### config.mk
export PLATFORM = sky130hd
export DESIGN_NAME = bcrm_div
export DESIGN_NICKNAME = d
export VERILOG_FILES = /design/src/hdl/bcrm_div.sv
export SDC_FILE = /design/constraint.sdc
export NUM_CORES = 2
export LEC_CHECK = 0
export BUFFER_PORTS_ARGS = -buffer_cell sky130_fd_sc_hd__buf_2
export CORE_MARGIN = 2
export CORE_UTILIZATION = 50
export CTS_CLUSTER_SIZE = 14
export DETAILED_ROUTE_END_ITERATION = 6
export GPL_TIMING_DRIVEN = 0
export PLACE_DENSITY_LB_ADDON = 0.08
export SETUP_SLACK_MARGIN = 0.05
export SYNTH_ARGS = -nofsm -noshare
export SYNTH_HDL_FRONTEND = slang
export SYNTH_SLANG_ARGS = --single-unit
### constraint.sdc
create_clock -name clk -period 6.7 [get_ports clk]
set_input_delay 1.34 -clock clk [delete_from_list [all_inputs] [get_ports clk]]
set_output_delay 1.34 -clock clk [all_outputs]
set_load 0.02 [all_outputs]
### src/hdl/bcrm_div.sv
// Pipelined restoring divider, one quotient bit per stage, low quotient bits out.
// No dependencies.
`default_nettype none
module bcrm_div #(
	parameter int NUM_W = 33,
	parameter int DEN_W = 16
) (
	input  wire logic             clk,
	input  wire logic             en,
	input  wire logic [NUM_W-1:0] num,
	input  wire logic [DEN_W-1:0] den,
	output logic [DEN_W-1:0]      quo
);
	logic [DEN_W-1:0] rem_s [NUM_W];
	logic [NUM_W-1:0] num_s [NUM_W];
	logic [DEN_W-1:0] quo_s [NUM_W];
	logic [DEN_W-1:0] den_s [NUM_W];

	assign quo = quo_s[NUM_W-1];

	for (genvar k = 0; k < NUM_W; k++) begin : g_stage
		logic [DEN_W-1:0] rem_in, q_in, d_in;
		logic [NUM_W-1:0] num_in;
		logic [DEN_W:0]   trial;
		logic             ge;

		if (k == 0) begin : g_first
			assign rem_in = '0;
			assign num_in = num;
			assign q_in   = '0;
			assign d_in   = den;
		end else begin : g_next
			assign rem_in = rem_s[k-1];
			assign num_in = num_s[k-1];
			assign q_in   = quo_s[k-1];
			assign d_in   = den_s[k-1];
		end

		// bring down one dividend bit, subtract if it fits
		assign trial = {rem_in, num_in[NUM_W-1]};
		assign ge    = trial >= {1'b0, d_in};

		always_ff @(posedge clk) begin
			if (en) begin
				rem_s[k] <= ge ? DEN_W'(trial - {1'b0, d_in}) : trial[DEN_W-1:0];
				num_s[k] <= {num_in[NUM_W-2:0], 1'b0};
				quo_s[k] <= {q_in[DEN_W-2:0], ge};
				den_s[k] <= d_in;
			end
		end
	end
endmodule
`default_nettype wire

==> reports/qor.txt <==
Status - finished, final reports clean
Layout net count - 6759
Hold Crit Class - flip-flop to flip-flop
Setup TNS - 0 ns
First-pass GRT wire length - 241 mm
Cell Chain, Critical Path - ha_1 > nand2_1 > o21ai_0 > nor3_1 > a21oi_1 > a41oi_1 > o21ai_1 > clkbuf_1 > a21oi_1
CP max FO - 10
EDFF count, synth - 1688
Netlist cell types - 88
Die width - 406 um
Cell accounting for the most synthesized area - edfxtp_1
Fin. Hold Viols - 0
CP required - 7.23 ns
Slew Limit Fails - 0
Via count - 45532
Largest net degree at the start of global routing - 187
Metal3 WL - 5.42 mm
Worst-path clk slew - 0.06 ns
Total global routing overflow - 0
Startpoint of the worst hold path - num_s[0][213]$_DFFE_PP_
Clk_skew - 0.0382 ns
Syn Std Cell Area - 80800 sq um
Cells after synthesis - 5903
Tcrit/Tclk final - 57.6%
Antenna violations before repair - 0
Commonest cells post-synth - 1688 x edfxtp_1, 625 x inv_1, 514 x ha_1
Layout cells sized above 1 - 12.1%
H-Tree Depth - 4
RSZ-0062 raised after global routing - no
Max Fclk - 259 MHz
CP Data Arrival Time - 4.38 ns
Most used cell, CP - a21oi_1
Fin util - 56.1%
Syn nets - 6499
Initial Util - 50.3%
CTS max path bufs - 3
Cts hold-fix bufs - 0
Start of the worst register-to-register path - rem_s[0][439]$_DFFE_PP_
Synth warn - 0
Post-synth ARST share - 0%
Synth Area in Compound Gates - 9.36%
Seq/Total Area, Yosys - 62.7%
Avg Vias per Cell - 5.37
Largest family of logic cells by synthesized area - compound AO/OA/AOI/OAI gates
Detailed-routed wire length on met2 - 75.4 mm
Hold Path Sink - num_s[0][246]$_DFFE_PP_
CTS tree - yes
Post-synthesis mux area share - 5.60%
Mean Syn Cell Area - 13.7 sq um
Final setup fails - 0
Final min period - 3.86 ns
Synth top area cells - edfxtp_1 63%, ha_1 8.0%, mux2_2 4.6%
WL final - 152 mm
Cell with the most instances after synthesis - edfxtp_1
Peak VDD IR - 0.296 mV
GP Congestion - 0.869
FF-to-FF path depth - 9
Worst slew pin tran - 1.06 ns
Die H - 406 um
RR Endpoint - rem_s[0][448]$_DFFE_PP_
Setup slack, reg-to-reg - 2.84 ns
PwrDens - 464 nW/um^2
Fill cells - 13098
Static Leak - 34.9 nW
Root Driver - clkbuf_16
I/O pins - 67
Post-CTS Setup Bufs - 0
Max-Cap Viols - 0
Clock latency on the worst-skew pair - 0.82 ns
DRT iter0 DRCs - 3236
Post-route ant nets - 0
Placed Cells - 8139
Vias in the first global route - 44526
Core area - 161000 sq um
Area grow syn2layout - 11.4%
Standard-cell rows - 147
Simple logic cell fraction of the synthesized area - 6.61%
Synth Area in XOR/XNOR - 3.66%
Number of port buffers - 66
Max Used Layer - met4
Delay-heaviest family, CP - compound AO/OA/AOI/OAI gates
WL/cell - 18.0 um
Drt drc - 0
Top FF cell, synth - edfxtp_1
Diodes inserted - 0
Worst setup EP type - flip-flop
WHS Path Cells - 0
Worst slew margin - 29.3%
CP bufs+invs - 1
Worst setup SP type - flip-flop
Wl on met1 - 66.3 mm
Dpl hpwl - 109 mm
Synth Area in Adders - 8.73%
TritonRoute pass-1 iters - 5
Setup CP Type - flip-flop to flip-flop
Die outline area - 165000 sq um
Clk sink count - 1688
Post-synth top area share - 62.7%
Final Power - 0.0418 W
Crit-path max cell delay - 0.82 ns
#FFs+latches synth - 1688
Slowest-stage cell, CP - o21ai_1
GR Util All Layers - 18.6%
Post-CTS sizing - 0
Cts bufs inserted - 181
Final Non-Filler Cells - 8475
-- registers in the layout, summed over array words and instances, names as in the netlist --
signal	flops
den_s	512
num_s	528
rem_s	512
quo_s	136
-- area by class of cell --
class	instances	area (sq um)	share of cell area (%)
Sequential cell	1688	50700	56.3
Timing Repair Buffer	77	626	0.695
Inverter	627	2350	2.61
Clock buffer	231	4780	5.31
Multi-Input combinational cell	3528	27400	30.5
Clock inverter	104	1110	1.24
Buffer	60	312	0.346
Tap cell	2160	2700	3.00
-- per-layer routing --
metal,vias to the layer above,GRT usage [%]
met3,261,2.84
met2,768,31.7
li1,22660,-
met4,0,6.84
met5,-,0
met1,21843,24.0
-- placed cells by master (no fill, tap or decap), types with 23 or more instances in the layout --
cell type  instances
nor2b_1           81
clkinv_2          29
inv_1            625
a211o_1           23
o21a_1            88
nor3_1            83
o31a_1            27
mux2_2           332
edfxtp_1        1688
clkbuf_1          71
fa_1              31
buf_2             87
a21o_1           101
mux2i_1           47
xor2_1           115
o21ai_0          189
nor2_1           385
and3_1            29
clkinv_1          35
nand4_1           74
nand2_1          178
or3_1             30
nand2b_1          46
nor4_1            31
xnor2_1          223
a31oi_1           36
clkbuf_16        184
a21oi_1          391
o21bai_1          32
o31ai_1           32
ha_1             514
o211ai_1          24
a211oi_1          47
nand3_1           81
-- worst reg2reg max path, stage by stage (launching register included) --
cell      delay (ns)
edfxtp_1        0.41
ha_1            0.43
nand2_1         0.10
o21ai_0         0.29
nor3_1          0.09
a21oi_1         0.54
a41oi_1         0.22
o21ai_1         0.82
clkbuf_1        0.53
a21oi_1         0.16
-- report_power, final --
group | switching [W] | total, W | internal [W] | leakage, nW
sequential | 0.00123 | 0.0160 | 0.0148 | 16.5
clock | 0.00408 | 0.00984 | 0.00576 | 2.85
combinational | 0.00839 | 0.0159 | 0.00751 | 15.6
total | 0.0137 | 0.0418 | 0.0281 | 34.9
-- metrics by stage --
step	worst slack [ns]	instance area (sq um)	hold slack, ns
finish	2.84	90000	0.402
global route	2.64	90000	0.414
CTS	2.84	90000	0.406
detailed placement	2.26	84100	0.405
global placement	-22.25	83800	0.400
floorplan	3.65	80800	0.400
-- cells by family (layout without fill, tap and decap cells) --
| group | count (synthesis) | after routing |
|---|---|---|
| adder cells (fa/ha/maj) | 545 | 545 |
| buffers and inverters | 687 | 1099 |
| AO/OA/AOI/OAI | 1146 | 1146 |
| multiplexers | 404 | 404 |
| XOR/XNOR | 338 | 338 |
| AND/OR/NAND/NOR | 1095 | 1095 |
| flip-flops | 1688 | 1688 |
-- worst max-delay path by stage --
| stage | startpoint | endpoint | slack (ns) | cells after the start |
|---|---|---|---|---|
| finish | rem_s[0][439]$_DFFE_PP_ | rem_s[0][448]$_DFFE_PP_ | 2.84 | 9 |
| global route | den_s[0][433]$_DFFE_PP_ | rem_s[0][448]$_DFFE_PP_ | 2.64 | 10 |
| CTS | den_s[0][257]$_DFFE_PP_ | rem_s[0][281]$_DFFE_PP_ | 2.84 | 11 |
| detailed placement | en | rem_s[0][397]$_DFFE_PP_ | 2.26 | 4 |
| global placement | en | quo_s[32][11]$_DFFE_PP_ | -22.25 | 1 |
| floorplan | rem_s[0][96]$_DFFE_PP_ | rem_s[0][121]$_DFFE_PP_ | 3.65 | 10 |
(Power assumes the default switching activity.)
