$ cat src/hdl/bcrm_pkg.sv
// Shared types and codes for the blit clip rectangle mapper.
// No dependencies; the interfaces, the unit, the register file and the testbench use it.
`default_nettype none
package bcrm_pkg;
	localparam int FIELD_W = 16;
	localparam int CFG_W   = 32;
	localparam int IDX_W   = 3;
	localparam int XF_W    = 3;

	// transform register bits
	localparam int XF_FLIP_H = 0;
	localparam int XF_FLIP_V = 1;
	localparam int XF_ROT90  = 2;

	typedef logic [1:0] rect_status_t;
	localparam rect_status_t ST_OK     = 2'd0;
	localparam rect_status_t ST_EMPTY  = 2'd1;
	localparam rect_status_t ST_NO_WIN = 2'd2;

	typedef logic [IDX_W-1:0] reg_idx_t;
	localparam reg_idx_t REG_TRANSFORM = 3'd0;
	localparam reg_idx_t REG_DST_WIN_LT = 3'd1;
	localparam reg_idx_t REG_DST_WIN_RB = 3'd2;
	localparam reg_idx_t REG_SRC_WIN_LT = 3'd3;
	localparam reg_idx_t REG_SRC_WIN_RB = 3'd4;
	localparam reg_idx_t REG_DST_IMG    = 3'd5;
	localparam reg_idx_t REG_SRC_IMG    = 3'd6;

	// register file contents, split into coordinates
	typedef struct packed {
		logic [XF_W-1:0]    xf;
		logic [FIELD_W-1:0] dl, dt, dr, db;
		logic [FIELD_W-1:0] sl, st, sr, sb;
		logic [FIELD_W-1:0] diw, dih;
		logic [FIELD_W-1:0] siw, sih;
	} cfg_t;
endpackage
`default_nettype wire

$ cat src/hdl/bcrm_if.sv
// Channel interfaces: clip rectangle in, mapped rectangle out, register writes.
// Depends on bcrm_pkg.
`default_nettype none


interface bcrm_cfg_if;
	logic valid;
	logic ready;
	bcrm_pkg::reg_idx_t index;
	logic [bcrm_pkg::CFG_W-1:0] data;
	modport source(output valid, index, data, input ready);
	modport sink(input valid, index, data, output ready);
endinterface
`default_nettype wire

$ cat src/hdl/bcrm_cfg_regs.sv
// Configuration register file of the clip rectangle mapper.
// Depends on bcrm_pkg and bcrm_cfg_if.
`default_nettype none
module bcrm_cfg_regs (
	input  wire logic    clk,
	input  wire logic    arst_n,
	bcrm_cfg_if.sink     cfg,
	output bcrm_pkg::cfg_t regs
);
	import bcrm_pkg::*;

	cfg_t regs_q;

	assign cfg.ready = 1'b1;
	assign regs = regs_q;

	// register writes; unknown indexes are dropped
	always_ff @(posedge clk or negedge arst_n) begin
		if (!arst_n) begin
			regs_q <= '0;
		end else if (cfg.valid) begin
			unique case (cfg.index)
				REG_TRANSFORM:  regs_q.xf <= cfg.data[XF_W-1:0];
				REG_DST_WIN_LT: {regs_q.dt, regs_q.dl} <= cfg.data;
				REG_DST_WIN_RB: {regs_q.db, regs_q.dr} <= cfg.data;
				REG_SRC_WIN_LT: {regs_q.st, regs_q.sl} <= cfg.data;
				REG_SRC_WIN_RB: {regs_q.sb, regs_q.sr} <= cfg.data;
				REG_DST_IMG:    {regs_q.dih, regs_q.diw} <= cfg.data;
				REG_SRC_IMG:    {regs_q.sih, regs_q.siw} <= cfg.data;
				default: ;
			endcase
		end
	end
endmodule
`default_nettype wire

$ cat src/flat_wrapper.sv
// flat-port wrapper written by rule: the top's interface ports become plain ports
module bcrm_cfg_regs_flat import bcrm_pkg::*;
  (clk, arst_n, regs, cfg_valid, cfg_index, cfg_data, cfg_ready);
  bcrm_cfg_if cfg_i ();
  input  wire logic clk;
  input  wire logic arst_n;
  output bcrm_pkg::cfg_t regs;
  input wire logic [$bits(cfg_i.valid)-1:0] cfg_valid;
  input wire logic [$bits(cfg_i.index)-1:0] cfg_index;
  input wire logic [$bits(cfg_i.data)-1:0] cfg_data;
  output wire logic [$bits(cfg_i.ready)-1:0] cfg_ready;
  assign cfg_i.valid = cfg_valid;
  assign cfg_i.index = cfg_index;
  assign cfg_i.data = cfg_data;
  assign cfg_ready = cfg_i.ready;
  bcrm_cfg_regs u_core (.clk(clk), .arst_n(arst_n), .cfg(cfg_i), .regs(regs));
endmodule
$ cat config.mk
export PLATFORM = sky130hd
export DESIGN_NAME = bcrm_cfg_regs_flat
export DESIGN_NICKNAME = d
export VERILOG_FILES = /design/src/hdl/bcrm_pkg.sv /design/src/hdl/bcrm_if.sv /design/src/hdl/bcrm_cfg_regs.sv /design/src/flat_wrapper.sv
export SDC_FILE = /design/constraint.sdc
export NUM_CORES = 1
export LEC_CHECK = 0
export ABC_AREA = 0
export BUFFER_PORTS_ARGS = -buffer_cell sky130_fd_sc_hd__buf_2
export CAP_MARGIN = 20
export CORE_MARGIN = 4
export CORE_UTILIZATION = 46
export DETAILED_ROUTE_END_ITERATION = 10
export PLACE_DENSITY = 0.76
export SLEW_MARGIN = 0
export SYNTH_ARGS = -nofsm -noshare
export SYNTH_HDL_FRONTEND = slang
export SYNTH_SLANG_ARGS = --single-unit
export TNS_END_PERCENT = 5
$ cat constraint.sdc
create_clock -name clk -period 0.8 [get_ports clk]
set_input_delay 0.12 -clock clk [delete_from_list [all_inputs] [get_ports clk]]
set_output_delay 0.12 -clock clk [all_outputs]
set_load 0.05 [all_outputs]
==> tab_implementation.tex <==
\begin{tabular}{lr}
\hline
Metric & Value \\
\hline
\multicolumn{2}{l}{\textbf{Worst setup path}} \\
Required time of the critical path & 680 ps \\
Nature of the critical path endpoint & output port \\
Top fanout value on the critical path & 2 \\
Peak per-stage delay on the critical path & 420 ps \\
Setup crit start & u\_core.regs[122]\$\_DFFE\_PN0P\_ \\
Signal arrival time at the worst endpoint & 1020 ps \\
Highest-delay cell along the critical path & sky130\_fd\_sc\_hd\_\_dfrtp\_1 \\
Setup CP Type & reg2out \\
Sequence of cells on the critical path & buf\_6 \\
Buffers plus inverters on the worst setup path & 1 \\
FF-to-FF Start & u\_core.regs[135]\$\_DFFE\_PN0P\_ \\
Critical path launch point type & register \\
Top cell family by delay on the critical path & flip-flops \\
\multicolumn{2}{l}{\textbf{Synth}} \\
Synthesis Warnings & 0 \\
Total of flip-flops plus latches after synthesis & 195 \\
Async S/R FF share, synth & 100\% \\
Dominant cells by area after synthesis & sky130\_fd\_sc\_hd\_\_dfrtp\_1 67\%, sky130\_fd\_sc\_hd\_\_mux2\_2 28\%, sky130\_fd\_sc\_hd\_\_mux2\_1 2.0\% \\
Primary FF master, synth & sky130\_fd\_sc\_hd\_\_dfrtp\_1 \\
Top cell types by occurrence after synthesis & 195 x sky130\_fd\_sc\_hd\_\_dfrtp\_1, 182 x sky130\_fd\_sc\_hd\_\_mux2\_2, 13 x sky130\_fd\_sc\_hd\_\_mux2\_1, 10 x sky130\_fd\_sc\_hd\_\_buf\_2, 10 x sky130\_fd\_sc\_hd\_\_buf\_4 \\
Cell accounting for the most synthesized area & sky130\_fd\_sc\_hd\_\_dfrtp\_1 \\
Count leader, synth & sky130\_fd\_sc\_hd\_\_dfrtp\_1 \\
Count of flip-flops with a built-in enable after synthesis & 0 \\
Synthesized area divided by synthesized cell count & 17.3 µm² \\
Adder-cell area share of the yosys netlist & 0\% \\
Count of unique library cells instantiated by Yosys & 10 \\
Largest family of logic cells by synthesized area & multiplexers \\
Share of the synthesized area in the top cell type & 66.9\% \\
Multiplexer area fraction after synthesis & 30.1\% \\
Synthesized netlist net count & 459 \\
Post-Syn Area & 7290 µm² \\
Sequential share of the synthesized area & 66.9\% \\
Compound-gate portion of the synthesized area & 0\% \\
Xor/xnor cell area share of the yosys netlist & 0\% \\
Number of instances in the synthesized netlist & 421 \\
Simple-gate area share of the yosys netlist & 0.995\% \\
\multicolumn{2}{l}{\textbf{Global route}} \\
GR met1 Demand/Resource & 29.2\% \\
Pin count of the biggest net entering global routing & 34 \\
Initial antenna violation count & 0 \\
Vias in the first global route & 5487 \\
Wire length of the first global-routing pass & 32400 µm \\
GRT Max-Usage Layer & met2 \\
Met3 capacity usage during global routing & 7.95\% \\
Total global routing overflow & 0 \\
Global Route Usage Sum & 23.8\% \\
Met2 layer usage reported by global route & 40.3\% \\
\multicolumn{2}{l}{\textbf{Clock tree}} \\
Number of buffers created by CTS & 17 \\
Worst-Skew Late Latency & 420 ps \\
CTS H-tree depth & 4 \\
Clock tree from TritonCTS & yes \\
Clock-pin transition on the worst setup and hold timing paths & 70 ps \\
Buffers from clock root to sink, at most & 2 \\
Clock sink count & 195 \\
Root buffer selected by CTS & sky130\_fd\_sc\_hd\_\_clkbuf\_16 \\
\multicolumn{2}{l}{\textbf{Detailed routing}} \\
Starting DRT DRC Count & 172 \\
DRC violation count after routing & 0 \\
Routed length per instance & 22.4 µm \\
Antenna Nets Post-Route & 0 \\
Routed wire length & 20800 µm \\
Via density per instance & 5.13 \\
Vias post-DR & 4755 \\
Drt first pass iters & 5 \\
\multicolumn{2}{l}{\textbf{Final layout}} \\
Multi-input logic area & 2530 µm² \\
Area occupied by registers & 4880 µm² \\
Area of all placed cells without fillers & 11300 µm² \\
Area delta synth->final & 55.0\% \\
Share of layout cells above drive strength 1 & 69.1\% \\
Fillers & 854 \\
N\_diodes & 0 \\
Max FFs per register & 195 \\
Final layout net count & 742 \\
\multicolumn{2}{l}{\textbf{STA}} \\
Final total negative setup slack & -62450 ps \\
Clock period minus final worst setup slack & 1140 ps \\
Endpoints failing setup & 302 \\
RSZ-0062 raised after global routing & yes \\
Top achievable clock speed & 877 MHz \\
Hold violation total from the final report & 0 \\
Max-slew violation count & 0 \\
Period utilisation layout & 143\% \\
Final Hold Slack & 21.1 ps \\
PnR worst setup slack & -340 ps \\
Fin Clk Skew & 0 ps \\
\multicolumn{2}{l}{\textbf{Pwr}} \\
Part of the power in registers & 35.7\% \\
Switching power share of the total & 40.6\% \\
Switching Power & 15800 µW \\
PD cells & 3440 nW/µm² \\
Pleak & 0.00532 µW \\
Pint & 23100 µW \\
Clock power share & 21.0\% \\
Largest vdd supply drop & 2140 µV \\
Part of the total power dissipated in combinational logic & 43.3\% \\
\multicolumn{2}{l}{\textbf{Flow run}} \\
Max Cap Violations & 0 \\
\multicolumn{2}{l}{\textbf{Die}} \\
Initial standard-cell utilization of the core & 47.4\% \\
Total Die Area & 17900 µm² \\
Die height & 134 µm \\
Die W & 134 µm \\
Ports placed on the boundary & 234 \\
Rows & 45 \\
Standard cell core area & 15400 µm² \\
\multicolumn{2}{l}{\textbf{Placed design}} \\
HPWL reported at the end of detailed placement & 13100 µm \\
Final Wtd Congestion & 0.792 \\
Count of input and output buffers & 232 \\
Instance area at placement & 9080 µm² \\
\multicolumn{2}{l}{\textbf{Worst hold path}} \\
Class of the most critical hold timing path & in2reg \\
Worst hold path startpoint & cfg\_data[4] \\
\multicolumn{2}{l}{\textbf{Status}} \\
Outcome & finished, violations left \\
Violated checks & setup timing \\
\hline
\end{tabular}
## per-layer routing
metal  part of all wire [%]  up-vias
li1                       -     2059
met5                      0        -
met2                     51      188
met3                    7.6       22
met1                     40     2486
met4                    1.4        0
## worst reg2reg max path: stages (launching register included)
cell and delay (ps):
sky130_fd_sc_hd__dfrtp_1 410, sky130_fd_sc_hd__buf_4 150, sky130_fd_sc_hd__mux2_4 260
## cell usage in the layout (no fill, tap or decap), drive strengths merged
master,netlist,routed
mux2,195,195
clkbuf,3,22
nor4b,1,1
inv,0,4
buf,20,267
dfrtp,195,195
clkinv,0,3
conb,1,1
bufinv,0,1
dlygate4sd3,0,19
and4bb,3,3
clkinvlp,0,2
nand4b,3,3
## metrics by stage
stage	utilization (%)	std cells	power [µW]	worst slack, ps
after floorplan	-	421	23200	-309
after detailed placement	59.1	866	26900	-514
after global placement	59.1	866	26600	-530
after global routing	73.5	927	40200	-380
after CTS	72.4	920	38400	-354
final	73.5	927	38800	-340
## power groups by stage
stage	combinational, µW	clock [µW]	sequential [µW]
2_1_floorplan	2250	0	21000
3_3_place_gp	13300	0	13300
3_5_place_dp	13500	0	13400
4_1_cts	16400	8220	13800
5_1_grt	17400	8760	14100
6_report	16800	8150	13900
## what timing repair did
action | 4_1_cts | 5_1_grt
hold buffers | 19 | 0
hold endpoints to repair | 261 | 0
gates cloned | 0 | 0
pin swaps | 2 | 3
setup buffers | 4 | 7
endpoints found under the setup margin | 315 | 333
gates resized for setup | 404 | 32
## logic make-up (layout without fill, tap and decap cells)
logic type    count (synthesis)  in the layout
buf+inv                      23            318
flops                       195            195
mux                         195            195
other cells                   1              1
simple gates                  7              7
## worst paths after layout
| path | end | slack [ps] | cells after the start |
|---|---|---|---|
| max in group asynchronous | u_core.regs[89]$_DFFE_PN0P_ | 150 | 3 |
| max | regs[122] | -340 | 1 |
| min reg2reg | u_core.regs[68]$_DFFE_PN0P_ | 530 | 1 |
| min | u_core.regs[84]$_DFFE_PN0P_ | 20 | 2 |
| max reg2reg | u_core.regs[135]$_DFFE_PN0P_ | -130 | 2 |
| min in group asynchronous | u_core.regs[24]$_DFFE_PN0P_ | 120 | 2 |
## cell type report
| class | instances | share of cell area, % |
|---|---|---|
| repair buffers | 287 | 27.1 |
| well taps | 211 | 2.34 |
| clock inverters | 10 | 0.874 |
| flip-flops and latches | 195 | 43.2 |
| clock buffers | 21 | 4.07 |
| multi-input cells | 203 | 22.4 |
Power figures use the tool's default switching activity.
